## src/rtl/gcr_pkg.sv

```systemverilog
// ----------------------------------------------------------------------------
// gcr_pkg
// shared types, kind codes and saturation helpers for the constraint residual
// ----------------------------------------------------------------------------
package gcr_pkg;

  localparam int unsigned COORD_W = 32;
  localparam int unsigned DIST_W  = 31;
  localparam int unsigned DIFF_W  = 33;
  localparam int unsigned ACC_W   = 66;
  localparam int unsigned ROOT_W  = 33;
  localparam int unsigned NUM_G   = 8;

  localparam logic [2:0] KIND_DISTANCE      = 3'd0;
  localparam logic [2:0] KIND_HORIZONTAL    = 3'd1;
  localparam logic [2:0] KIND_VERTICAL      = 3'd2;
  localparam logic [2:0] KIND_PARALLEL      = 3'd3;
  localparam logic [2:0] KIND_PERPENDICULAR = 3'd4;
  localparam logic [2:0] KIND_COINCIDENT    = 3'd5;

  typedef struct packed {
    logic [2:0]                 kind;
    logic signed [COORD_W-1:0]  a_x;
    logic signed [COORD_W-1:0]  a_y;
    logic signed [COORD_W-1:0]  b_x;
    logic signed [COORD_W-1:0]  b_y;
    logic signed [COORD_W-1:0]  c_x;
    logic signed [COORD_W-1:0]  c_y;
    logic signed [COORD_W-1:0]  d_x;
    logic signed [COORD_W-1:0]  d_y;
    logic [DIST_W-1:0]          target_distance;
  } in_word_t;

  typedef struct packed {
    logic signed [COORD_W-1:0]  residual;
    logic signed [COORD_W-1:0]  grad_0;
    logic signed [COORD_W-1:0]  grad_1;
    logic signed [COORD_W-1:0]  grad_2;
    logic signed [COORD_W-1:0]  grad_3;
    logic signed [COORD_W-1:0]  grad_4;
    logic signed [COORD_W-1:0]  grad_5;
    logic signed [COORD_W-1:0]  grad_6;
    logic signed [COORD_W-1:0]  grad_7;
    logic                       satisfied;
  } out_word_t;

  // clamp a wide signed value to the signed 32 bit range
  function automatic logic signed [COORD_W-1:0] sat32(input logic signed [ACC_W-1:0] v);
    logic signed [ACC_W-1:0] hi;
    logic signed [ACC_W-1:0] lo;
    hi = ACC_W'(64'sh7FFF_FFFF);
    lo = -ACC_W'(64'sh8000_0000);
    if (v > hi) begin
      sat32 = 32'sh7FFF_FFFF;
    end else if (v < lo) begin
      sat32 = 32'sh8000_0000;
    end else begin
      sat32 = v[COORD_W-1:0];
    end
  endfunction

  // magnitude of a coordinate difference, always below 2^32
  function automatic logic [COORD_W-1:0] mag33(input logic signed [DIFF_W-1:0] v);
    logic signed [DIFF_W-1:0] m;
    m = v[DIFF_W-1] ? -v : v;
    mag33 = m[COORD_W-1:0];
  endfunction

  function automatic logic signed [ACC_W-1:0] ext66(input logic signed [DIFF_W-1:0] v);
    ext66 = {{(ACC_W-DIFF_W){v[DIFF_W-1]}}, v};
  endfunction

endpackage

```

## src/rtl/gcr_isqrt.sv

```systemverilog
// ----------------------------------------------------------------------------
// gcr_isqrt
// pipelined integer square root, one radicand bit pair per stage
// ----------------------------------------------------------------------------
module gcr_isqrt import gcr_pkg::*; (
  input  logic              clk,
  input  logic              en,
  input  logic [ACC_W-1:0]  rad,
  output logic [ROOT_W-1:0] root
);

  localparam int unsigned STEPS = ACC_W / 2;
  localparam int unsigned REM_W = ROOT_W + 2;
  localparam int unsigned WRK_W = REM_W + 2;

  logic [ACC_W-1:0]  rad_q  [STEPS-1];
  logic [REM_W-1:0]  rem_q  [STEPS];
  logic [ROOT_W-1:0] root_q [STEPS];

  for (genvar k = 0; k < STEPS; k++) begin : g_step
    logic [ACC_W-1:0]  rad_in;
    logic [REM_W-1:0]  rem_in;
    logic [ROOT_W-1:0] root_in;
    logic [WRK_W-1:0]  work;
    logic [WRK_W-1:0]  trial;
    logic              ge;

    if (k == 0) begin : g_first
      assign rad_in  = rad;
      assign rem_in  = '0;
      assign root_in = '0;
    end else begin : g_next
      assign rad_in  = rad_q[k-1];
      assign rem_in  = rem_q[k-1];
      assign root_in = root_q[k-1];
    end

    // bring down the next pair and try root*4+1
    assign work  = {rem_in, rad_in[ACC_W-1 -: 2]};
    assign trial = {2'b00, root_in, 2'b01};
    assign ge    = work >= trial;

    always_ff @(posedge clk) begin
      if (en) begin
        rem_q[k]  <= ge ? REM_W'(work - trial) : REM_W'(work);
        root_q[k] <= {root_in[ROOT_W-2:0], ge};
      end
    end

    if (k < STEPS - 1) begin : g_shift
      always_ff @(posedge clk) begin
        if (en) begin
          rad_q[k] <= {rad_in[ACC_W-3:0], 2'b00};
        end
      end
    end
  end

  assign root = root_q[STEPS-1];

endmodule

```

## config.mk

```make
export PLATFORM = sky130hd
export DESIGN_NAME = gcr_isqrt
export DESIGN_NICKNAME = d
export VERILOG_FILES = /design/src/rtl/gcr_pkg.sv /design/src/rtl/gcr_isqrt.sv
export SDC_FILE = /design/constraint.sdc
export NUM_CORES = 2
export LEC_CHECK = 0
export BUFFER_PORTS_ARGS = -buffer_cell sky130_fd_sc_hd__buf_2
export CAP_MARGIN = 20
export CELL_PAD_IN_SITES_DETAIL_PLACEMENT = 0
export CELL_PAD_IN_SITES_GLOBAL_PLACEMENT = 1
export CORE_MARGIN = 4
export CORE_UTILIZATION = 39
export DETAILED_ROUTE_END_ITERATION = 12
export PLACE_DENSITY = 0.63
export RECOVER_POWER = 100
export SYNTH_ARGS = -nofsm -noshare
export SYNTH_HDL_FRONTEND = slang
export SYNTH_MEMORY_MAX_BITS = 65536
export SYNTH_SLANG_ARGS = --single-unit
```

## constraint.sdc

```tcl
create_clock -name clk -period 4.1 [get_ports clk]
set_input_delay 0.615 -clock clk [delete_from_list [all_inputs] [get_ports clk]]
set_output_delay 0.615 -clock clk [all_outputs]
set_load 0.02 [all_outputs]
```

==> reports/metrics.yaml <==
run_status:
  status: "finished, violations left"
  violations: "max-capacitance violations, max-slew violations"
power:
  netSwitchingPower_uw: 23100
  combPwrFrac_pct: 20.1
  p_total_uw: 80200
  seqPwrFrac_pct: 46.3
  swShare_pct: 28.8
  clockPowerShare_pct: 33.6
  powerDensity_nw_per_um2: 561
  leakagePower_uw: 0.0540
  intPower_uw: 57100
  ir_drop_mv: 0.400
placed_design:
  dp.final_hpwl_mm: 209
  gp_congestion: 0.874
  dp_cells: 14200
  io_buffers: 100
route:
  viasPerCell: 5.15
  drtPass1Iterations: 6
  drtIter0Drc: 5657
  drc: 0
  vias: 76500
  wl_per_cell_um: 19.2
  wl_mm: 285
  ant_nets: 0
critical_path:
  worstPathArrival_ns: 4.52
  crit_required_ns: 4.72
  critPathKind: "flop to flop"
  crit_fanout: 42
  worstSetupEndpointType: "flop"
  cp-start-kind: "flop"
clocking:
  htree_levels: 5
  clk_latency_ns: 0.88
  clockBufferDepth: 4
  cts_buffers: 305
  cts.sink_count: 2684
  post-cts-setup-buffers: 0
  cts_tree: "built"
  clock_tree.root_cell: "clkbuf_16"
  path_clk_slew_ns: 0.06
final_layout:
  layout-drive-gt1-share_pct: 6.94
  fillers: 29500
  area_growth_pct: 13.4
  final_nets: 11000
  final_core_utilization_pct: 44.5
  stdcell_count: 14900
synth:
  synth-edff-count: 2684
  avgSynthCellArea_um2: 12.8
  synth_seq_area_share_pct: 63.9
  yosysTopAreaCell: "edfxtp_1"
  synth_area_um2: 126000
  synth_most_common_cell: "edfxtp_1"
  yosysTopAreaCellShare_pct: 63.9
  ys_async_sr_fraction_pct: 0
  yosysWarnings: 0
  synth.area.top_cells: "edfxtp_1 64%, ha_1 5.9%, xor2_1 3.2%, xnor2_1 2.9%, a21oi_1 2.4%"
  ys_ff_latch: 2684
  yosysUniqueCellTypes: 99
  synth-main-ff-cell: "edfxtp_1"
  yosys-top-cells-count: "2684 x edfxtp_1, 782 x inv_1, 709 x nand2_1"
  syn-num-nets: 10500
  syn_inst: 9867
global_route:
  antenna_found_initial: 8
  grt_remaining_overflow: 0
  grt_pass1_wl_mm: 441
  grt_max_degree: 151
  grt_pass1_vias: 76000
  grt_usage_pct: 16.8
sta:
  timing.final.crit_period_ns: 3.90
  max_freq_mhz: 256
  slew_headroom_pct: -135
  worstMarginPinSlew_ns: 3.52
  finalSetupViolCount: 0
  slew_viol_final: 75
  period_share_pct: 95.2
  fin_tns_setup_ns: 0
  hold_viol: 0
  rsz0062_at_grt: "no"
  finClkSkew_ns: 0.0398
worst_hold_path:
  hp-class: "flop to flop"
die:
  coreArea_um2: 322000
  dieWidth_um: 577
  die-area_um2: 333000
  fp-row-count: 208
  initial_utilization_pct: 39.2
  io_pins: 101
  dieHeight_um: 577
flow_run:
  maxCapViolations: 1
## critical path, stage by stage (launching register included)
cell and delay (ns):
edfxtp_1 0.47, inv_1 0.08, ha_1 0.35, nand3_1 0.14
or2_2 0.31, o221a_1 0.35, a211o_1 0.33, o211ai_1 0.22
a21bo_1 0.21, clkbuf_2 0.72, mux2_1 0.44
## power by group through the flow
stage	Combinational [µW]	Sequential [µW]	Clock [µW]
2_1_floorplan	11700	36500	0
3_3_place_gp	16200	37800	0
3_5_place_dp	16200	37800	0
4_1_cts	16400	37200	28000
5_1_grt	18100	37500	29100
6_report	16100	37200	26900
## cells in the final DEF (no fill, tap or decap), types with 71 or more instances in the layout
cell       Yosys  routed
or3_1        124     125
nand2_1      709     709
a21oi_1      609     608
nor2b_1       82      82
edfxtp_1    2684    2684
a21o_1       240     240
nand2b_1     120     120
nand4_1      118     118
xnor2_1      416     416
nor2_1       576     576
ha_1         596     596
clkbuf_16      0     306
nor3_1       255     256
nor4_1       130     132
o31ai_1       71      71
o21a_1       119     119
clkbuf_1     172     172
inv_1        782     783
nand3_1      138     138
o21ai_0      539     539
xor2_1       468     468
## area by class of cell
type | instances | area (µm²) | area share [%]
flip-flops and latches | 2684 | 80600 | 56.4
multi-input cells | 6201 | 41800 | 29.2
clock buffers | 365 | 7880 | 5.51
well taps | 4305 | 5390 | 3.77
inverters | 785 | 2950 | 2.06
repair buffers | 340 | 2330 | 1.63
clock inverters | 189 | 2050 | 1.43
diodes | 4 | 10.0 | 0.00700
## flip-flops by register name (all words and copies together) (netlist names)
register  cells
rem_q      1067
root_q      561
rad_q      1056
## final timing paths
| path | from | to | cells past startpoint | slack [ns] |
|---|---|---|---|---|
| min reg2reg | rad_q[0][949] | rad_q[0][1015] | 0 | 0.39 |
| max | root_q[0][668] | rem_q[0][745] | 10 | 0.20 |
| min | rad_q[0][949] | rad_q[0][1015] | 0 | 0.39 |
| max reg2reg | root_q[0][668] | rem_q[0][745] | 10 | 0.20 |
## per-layer routing
metal | track usage [%] | routed length [µm]
met1 | 21.9 | 125000
met2 | 29.1 | 141000
met3 | 2.01 | 9790
met4 | 5.24 | 8880
met5 | 0 | 0
## timing repair
action,4_1_cts,5_1_grt
gates resized for setup,0,0
hold endpoints to repair,67,0
setup endpoints to repair,0,0
hold buffers,67,0
## kinds of logic (layout without fill, tap and decap cells)
group | Yosys count | after routing | share of synthesized area [%]
buffers and inverters | 982 | 1679 | 2.93
flip-flops | 2684 | 2684 | 63.9
AO/OA/AOI/OAI | 2048 | 2048 | 10.1
AND/OR/NAND/NOR | 2585 | 2585 | 10.2
multiplexers | 87 | 87 | 0.762
XOR/XNOR | 884 | 884 | 6.14
other | 1 | 5 | 0.00297
adder cells (fa/ha/maj) | 596 | 596 | 5.91
## through the flow
stage | worst slack (ns) | hold WS, ns | instance area, µm²
final | 0.198 | 0.391 | 143000
after global routing | 0.0166 | 0.376 | 143000
after CTS | 0.290 | 0.181 | 144000
after detailed placement | 0.311 | 0.405 | 133000
after global placement | 0.286 | 0.400 | 133000
after floorplan | 0.536 | 0.400 | 126000
Power figures use the tool's default switching activity.
