`config.mk`:
```
export PLATFORM = sky130hd
export DESIGN_NAME = gcr_div
export DESIGN_NICKNAME = d
export VERILOG_FILES = /design/src/rtl/gcr_pkg.sv /design/src/rtl/gcr_div.sv
export SDC_FILE = /design/constraint.sdc
export NUM_CORES = 2
export LEC_CHECK = 0
export ABC_AREA = 1
export BUFFER_PORTS_ARGS = -buffer_cell sky130_fd_sc_hd__buf_2
export CELL_PAD_IN_SITES_DETAIL_PLACEMENT = 0
export CELL_PAD_IN_SITES_GLOBAL_PLACEMENT = 1
export CORE_ASPECT_RATIO = 1.1
export CORE_MARGIN = 1.5
export CORE_UTILIZATION = 30
export CTS_CLUSTER_DIAMETER = 40
export CTS_CLUSTER_SIZE = 14
export DETAILED_ROUTE_END_ITERATION = 10
export PLACE_DENSITY = 0.63
export RECOVER_POWER = 25
export SKIP_CTS_REPAIR_TIMING = 1
export SYNTH_ARGS = -nofsm -noshare
export SYNTH_HDL_FRONTEND = slang
export SYNTH_SLANG_ARGS = --single-unit
```
`constraint.sdc`:
```
create_clock -name clk -period 3.2 [get_ports clk]
set_input_delay 0.64 -clock clk [delete_from_list [all_inputs] [get_ports clk]]
set_output_delay 0.64 -clock clk [all_outputs]
set_load 0.02 [all_outputs]
```
`src/rtl/gcr_pkg.sv`:
```
// ----------------------------------------------------------------------------
// gcr_pkg
// shared types, kind codes and saturation helpers for the constraint residual
// ----------------------------------------------------------------------------
package gcr_pkg;

  localparam int unsigned COORD_W = 32;
  localparam int unsigned DIST_W  = 31;
  localparam int unsigned DIFF_W  = 33;
  localparam int unsigned ACC_W   = 66;
  localparam int unsigned ROOT_W  = 33;
  localparam int unsigned NUM_G   = 8;

  localparam logic [2:0] KIND_DISTANCE      = 3'd0;
  localparam logic [2:0] KIND_HORIZONTAL    = 3'd1;
  localparam logic [2:0] KIND_VERTICAL      = 3'd2;
  localparam logic [2:0] KIND_PARALLEL      = 3'd3;
  localparam logic [2:0] KIND_PERPENDICULAR = 3'd4;
  localparam logic [2:0] KIND_COINCIDENT    = 3'd5;

  typedef struct packed {
    logic [2:0]                 kind;
    logic signed [COORD_W-1:0]  a_x;
    logic signed [COORD_W-1:0]  a_y;
    logic signed [COORD_W-1:0]  b_x;
    logic signed [COORD_W-1:0]  b_y;
    logic signed [COORD_W-1:0]  c_x;
    logic signed [COORD_W-1:0]  c_y;
    logic signed [COORD_W-1:0]  d_x;
    logic signed [COORD_W-1:0]  d_y;
    logic [DIST_W-1:0]          target_distance;
  } in_word_t;

  typedef struct packed {
    logic signed [COORD_W-1:0]  residual;
    logic signed [COORD_W-1:0]  grad_0;
    logic signed [COORD_W-1:0]  grad_1;
    logic signed [COORD_W-1:0]  grad_2;
    logic signed [COORD_W-1:0]  grad_3;
    logic signed [COORD_W-1:0]  grad_4;
    logic signed [COORD_W-1:0]  grad_5;
    logic signed [COORD_W-1:0]  grad_6;
    logic signed [COORD_W-1:0]  grad_7;
    logic                       satisfied;
  } out_word_t;

  // clamp a wide signed value to the signed 32 bit range
  function automatic logic signed [COORD_W-1:0] sat32(input logic signed [ACC_W-1:0] v);
    logic signed [ACC_W-1:0] hi;
    logic signed [ACC_W-1:0] lo;
    hi = ACC_W'(64'sh7FFF_FFFF);
    lo = -ACC_W'(64'sh8000_0000);
    if (v > hi) begin
      sat32 = 32'sh7FFF_FFFF;
    end else if (v < lo) begin
      sat32 = 32'sh8000_0000;
    end else begin
      sat32 = v[COORD_W-1:0];
    end
  endfunction

  // magnitude of a coordinate difference, always below 2^32
  function automatic logic [COORD_W-1:0] mag33(input logic signed [DIFF_W-1:0] v);
    logic signed [DIFF_W-1:0] m;
    m = v[DIFF_W-1] ? -v : v;
    mag33 = m[COORD_W-1:0];
  endfunction

  function automatic logic signed [ACC_W-1:0] ext66(input logic signed [DIFF_W-1:0] v);
    ext66 = {{(ACC_W-DIFF_W){v[DIFF_W-1]}}, v};
  endfunction

endpackage

```
`src/rtl/gcr_div.sv`:
```
// ----------------------------------------------------------------------------
// gcr_div
// pipelined restoring divider for a dividend no larger than the divisor,
// one quotient bit per stage, the divisor travels along
// ----------------------------------------------------------------------------
module gcr_div import gcr_pkg::*; #(
  parameter int unsigned QBITS = 17
) (
  input  logic              clk,
  input  logic              en,
  input  logic [COORD_W-1:0] num,
  input  logic [ROOT_W-1:0] den,
  output logic [QBITS-1:0]  quo,
  output logic [ROOT_W-1:0] den_out
);

  localparam int unsigned WRK_W = ROOT_W + 1;

  logic [ROOT_W-1:0] rem_q [QBITS-1];
  logic [ROOT_W-1:0] den_q [QBITS];
  logic [QBITS-1:0]  quo_q [QBITS];

  for (genvar j = 0; j < QBITS; j++) begin : g_step
    logic [WRK_W-1:0]  work;
    logic [ROOT_W-1:0] den_in;
    logic [QBITS-1:0]  quo_in;
    logic              ge;

    if (j == 0) begin : g_first
      assign work   = {2'b00, num};
      assign den_in = den;
      assign quo_in = '0;
    end else begin : g_next
      assign work   = {rem_q[j-1], 1'b0};
      assign den_in = den_q[j-1];
      assign quo_in = quo_q[j-1];
    end

    assign ge = work >= {1'b0, den_in};

    always_ff @(posedge clk) begin
      if (en) begin
        den_q[j] <= den_in;
        quo_q[j] <= {quo_in[QBITS-2:0], ge};
      end
    end

    if (j < QBITS - 1) begin : g_rem
      always_ff @(posedge clk) begin
        if (en) begin
          rem_q[j] <= ge ? ROOT_W'(work - {1'b0, den_in}) : ROOT_W'(work);
        end
      end
    end
  end

  assign quo     = quo_q[QBITS-1];
  assign den_out = den_q[QBITS-1];

endmodule
```
==> impl_metrics.prom <==
# TYPE chip_impl_metric gauge
chip_impl_metric{name="yosys_register_bits",unit=""} 1242
chip_impl_metric{name="numCtsBuffers",unit=""} 241
chip_impl_info{name="crit_top_cell",value="nand2_1"} 1
chip_impl_metric{name="max_cap_viol_count",unit=""} 1
chip_impl_metric{name="cpPeakStageDelay",unit="ns"} 0.65
chip_impl_metric{name="post_route_cells_drive_above_1_share",unit="%"} 6.60
chip_impl_info{name="crit_path_end_kind",value="flop"} 1
chip_impl_metric{name="critical_path_fanout_max",unit=""} 33
chip_impl_info{name="cts_root_buffer",value="clkbuf_16"} 1
chip_impl_metric{name="die-height",unit="microns"} 577
chip_impl_info{name="timing.setup.critical_path_class",value="reg2reg"} 1
chip_impl_metric{name="cp.arrival",unit="ns"} 3.61
chip_impl_metric{name="synth_nets",unit=""} 13178
chip_impl_metric{name="timing.final.setup_violations",unit=""} 0
chip_impl_metric{name="fill_cells",unit=""} 32114
chip_impl_metric{name="final-instance-count-excl-fill",unit=""} 17131
chip_impl_metric{name="routed-via-count",unit=""} 77209
chip_impl_info{name="tritoncts",value="built"} 1
chip_impl_metric{name="detailedRoute.firstPassIterationCount",unit=""} 9
chip_impl_metric{name="drtIter0Drc",unit=""} 4441
chip_impl_metric{name="core_region_area",unit="sq mm"} 0.298
chip_impl_metric{name="wl_per_cell",unit="microns"} 19.6
chip_impl_metric{name="drt-total-wl",unit="microns"} 336000
chip_impl_metric{name="grt_usage",unit="%"} 21.9
chip_impl_metric{name="numClockSinks",unit=""} 1242
chip_impl_metric{name="synth_async_sr_flop_share",unit="%"} 0
chip_impl_metric{name="globalplace.congestion",unit=""} 0.921
chip_impl_metric{name="cells_after_synthesis",unit=""} 12536
chip_impl_metric{name="ys_warn_count",unit=""} 0
chip_impl_metric{name="start_util",unit="%"} 30.2
chip_impl_metric{name="estimated_wirelength_of_the_detail_placed_design",unit="microns"} 283000
chip_impl_metric{name="timing.slew.headroom",unit="%"} -48.3
chip_impl_info{name="min_path_type",value="in2reg"} 1
chip_impl_metric{name="setup-tns-final",unit="ns"} 0
chip_impl_info{name="failed_checks",value="max-capacitance violations, max-slew violations"} 1
chip_impl_metric{name="synth-seq-area-share",unit="%"} 41.5
chip_impl_metric{name="grt_max_degree",unit=""} 90
chip_impl_metric{name="syn_area_per_cell",unit="sq um"} 7.17
chip_impl_metric{name="tightest_slew",unit="ns"} 2.23
chip_impl_info{name="setup.worst_path.start_class",value="flop"} 1
chip_impl_metric{name="leakage",unit="nW"} 55.1
chip_impl_metric{name="layout.nets",unit=""} 13641
chip_impl_metric{name="gr-total-overflow",unit=""} 0
chip_impl_metric{name="final.setup_skew",unit="ns"} 0.114
chip_impl_metric{name="drt-vias-per-instance",unit=""} 4.51
chip_impl_metric{name="ratio_of_total_power_to_cell_area",unit="mW/mm^2"} 987
chip_impl_info{name="yosys_most_used_dff",value="edfxtp_1"} 1
chip_impl_info{name="rsz0062_at_grt",value="no"} 1
chip_impl_metric{name="drcViolationCount",unit=""} 0
chip_impl_metric{name="cts_max_level",unit=""} 4
chip_impl_metric{name="layout-area-overhead-vs-synth",unit="%"} 16.7
chip_impl_metric{name="clk_latency",unit="ns"} 0.93
chip_impl_metric{name="cts.path.max_buffers",unit=""} 4
chip_impl_metric{name="die_area",unit="sq mm"} 0.303
chip_impl_info{name="outcome",value="finished with violations"} 1
chip_impl_metric{name="place.port_buffers",unit=""} 116
chip_impl_metric{name="layout_worst_path_cycle_share",unit="%"} 93.4
chip_impl_metric{name="grt_first_pass_wirelength",unit="microns"} 497000
chip_impl_metric{name="timing.critical_path.required",unit="ns"} 3.82
chip_impl_metric{name="holdWs",unit="ns"} 0.0299
chip_impl_metric{name="ios",unit=""} 117
chip_impl_metric{name="finalWorstPathRequiredPeriod",unit="ns"} 2.99
chip_impl_metric{name="synth_enable_flop_cells",unit=""} 1242
chip_impl_metric{name="pins_over_their_slew_limit",unit=""} 37
chip_impl_metric{name="clkSlewWorstSetupHoldPaths",unit="ns"} 0.06
chip_impl_metric{name="row_count",unit=""} 210
chip_impl_metric{name="max_freq",unit="GHz"} 0.335
chip_impl_metric{name="antenna_found_initial",unit=""} 4
chip_impl_metric{name="irDropWorstVdd",unit="V"} 0.000568
chip_impl_metric{name="die_w",unit="microns"} 525
chip_impl_metric{name="post-place-cells",unit=""} 16645
chip_impl_metric{name="report.final.hold_viol_count",unit=""} 0
chip_impl_metric{name="ant_nets",unit=""} 0
chip_impl_metric{name="grt_pass1_vias",unit=""} 77965
chip_impl_metric{name="yosysUniqueCellTypes",unit=""} 42
chip_impl_metric{name="post_synth_instance_area",unit="sq mm"} 0.0898
chip_impl_info{name="crit_path_cell_trace",value="inv_1, ha_1, nand2_1, nor2_1, nand2_1, nor2_2, nand2_1, nand2_2, a21oi_4, buf_4, nand3_1, nand2_1"} 1
chip_impl_info{name="cpMaxStageDelayCell",value="edfxtp_1"} 1
[synthesized netlist by cell type, types with 6 or more instances]
| cell | instances | area share (%) |
|---|---|---|
| a21oi_1 | 325 | 1.8 |
| and2_1 | 112 | 0.78 |
| and3_1 | 11 | 0.077 |
| buf_2 | 58 | 0.32 |
| buf_4 | 10 | 0.084 |
| buf_6 | 57 | 0.71 |
| edfxtp_1 | 1242 | 42 |
| fa_1 | 16 | 0.36 |
| ha_1 | 559 | 7.8 |
| inv_1 | 2727 | 11 |
| inv_2 | 11 | 0.046 |
| nand2_1 | 5158 | 22 |
| nand2_2 | 36 | 0.25 |
| nand2_4 | 16 | 0.20 |
| nand3_1 | 790 | 4.4 |
| nand3_2 | 25 | 0.28 |
| nand3b_1 | 80 | 0.67 |
| nand3b_2 | 6 | 0.075 |
| nand4_1 | 90 | 0.63 |
| nor2_1 | 710 | 3.0 |
| nor2_2 | 31 | 0.22 |
| nor3_1 | 114 | 0.64 |
| nor3_2 | 9 | 0.10 |
| nor4_1 | 6 | 0.042 |
| o21ai_0 | 24 | 0.13 |
| o21bai_1 | 22 | 0.18 |
| or2_2 | 32 | 0.22 |
| xnor2_1 | 11 | 0.11 |
| xor2_1 | 222 | 2.2 |
[kinds of logic (layout without fill, tap and decap cells)]
kind of cell	after synthesis	after routing	share of synthesized area [%]
simple gates	7229	7229	33.1
buf+inv	2869	3539	12.6
flops	1242	1242	41.5
fa+ha+maj	575	575	8.14
compound gates	388	388	2.31
xor+xnor	233	233	2.27
other cells	0	3	0
[cells in the final DEF, fill, tap and decap left out, drive strengths merged]
cell type	synthesis	routed
o211ai	1	1
nand3b	86	86
and2	112	112
ha	559	559
nor4	7	7
dlygate4sd3	0	33
clkinv	0	78
and3	11	11
clkinvlp	0	24
xnor2	11	11
o21bai	22	22
nand4	90	90
a21oi	329	329
buf	127	280
nor3	123	123
or2	32	32
bufinv	0	27
diode	0	3
o21a	1	1
a21o	5	5
inv	2742	2801
nand2	5211	5211
nor2	742	742
a211oi	4	4
nand3	815	815
fa	16	16
o21ai	24	24
a31oi	1	1
edfxtp	1242	1242
o2111ai	1	1
clkbuf	0	296
xor2	222	222
[final cells by class]
class	count	area [sq um]	area share, %
Clock inverter	188	2190	2.09
Clock buffer	262	6170	5.89
Tap cell	3922	4910	4.68
Timing Repair Buffer	347	2790	2.66
Antenna cell	3	7.51	0.00716
Inverter	2742	10300	9.82
Multi-Input combinational cell	8425	41200	39.3
Sequential cell	1242	37300	35.6
[layer usage]
metal	GRT usage [%]	vias to the layer above	share of wire (%)
met4	10.3	0	5.3
met5	0	-	0
met2	42.8	1378	54
met1	23.4	35575	38
li1	-	39687	-
met3	1.94	569	2.9
[critical path, delay by kind of cell (launching register included)]
kind	cells	cell delay, ns
compound gates	1	0.06
fa+ha+maj	1	0.37
buf+inv	2	0.37
flops	1	0.65
simple gates	8	1.22
[power by group]
group | switching (mW) | total (mW) | internal [mW]
Sequential | 3.63 | 27.6 | 24.0
Clock | 9.67 | 26.1 | 16.4
Combinational | 34.0 | 49.9 | 15.9
Total | 47.3 | 104 | 56.2
[registers in the layout, summed over array words and instances, names as in the netlist]
register  flops
den_q       561
rem_q       528
quo_q       153
[metrics by stage]
stage / cell area, sq um / util, % / setup WS, ns / total power [mW]
floorplan: 89800 / - / 0.905 / 59.9
global placement: 96300 / 32.3 / 0.154 / 78.3
CTS: 105000 / 35.1 / 0.204 / 105
global route: 105000 / 35.2 / 0.0973 / 112
finish: 105000 / 35.2 / 0.212 / 104
detailed placement: 96300 / 32.3 / 0.155 / 78.1
[worst paths after layout]
path	startpoint	end	slack, ns	depth (start not counted)
setup / recovery	den_q[0][13]$_DFFE_PP_	rem_q[0][40]$_DFFE_PP_	0.21	12
hold / removal	num[20]	rem_q[0][20]$_DFFE_PP_	0.03	3
setup reg to reg	den_q[0][13]$_DFFE_PP_	rem_q[0][40]$_DFFE_PP_	0.21	12
hold reg to reg	quo_q[13][13]$_DFFE_PP_	quo_q[14][14]$_DFFE_PP_	0.41	0
(Power assumes the default switching activity.)
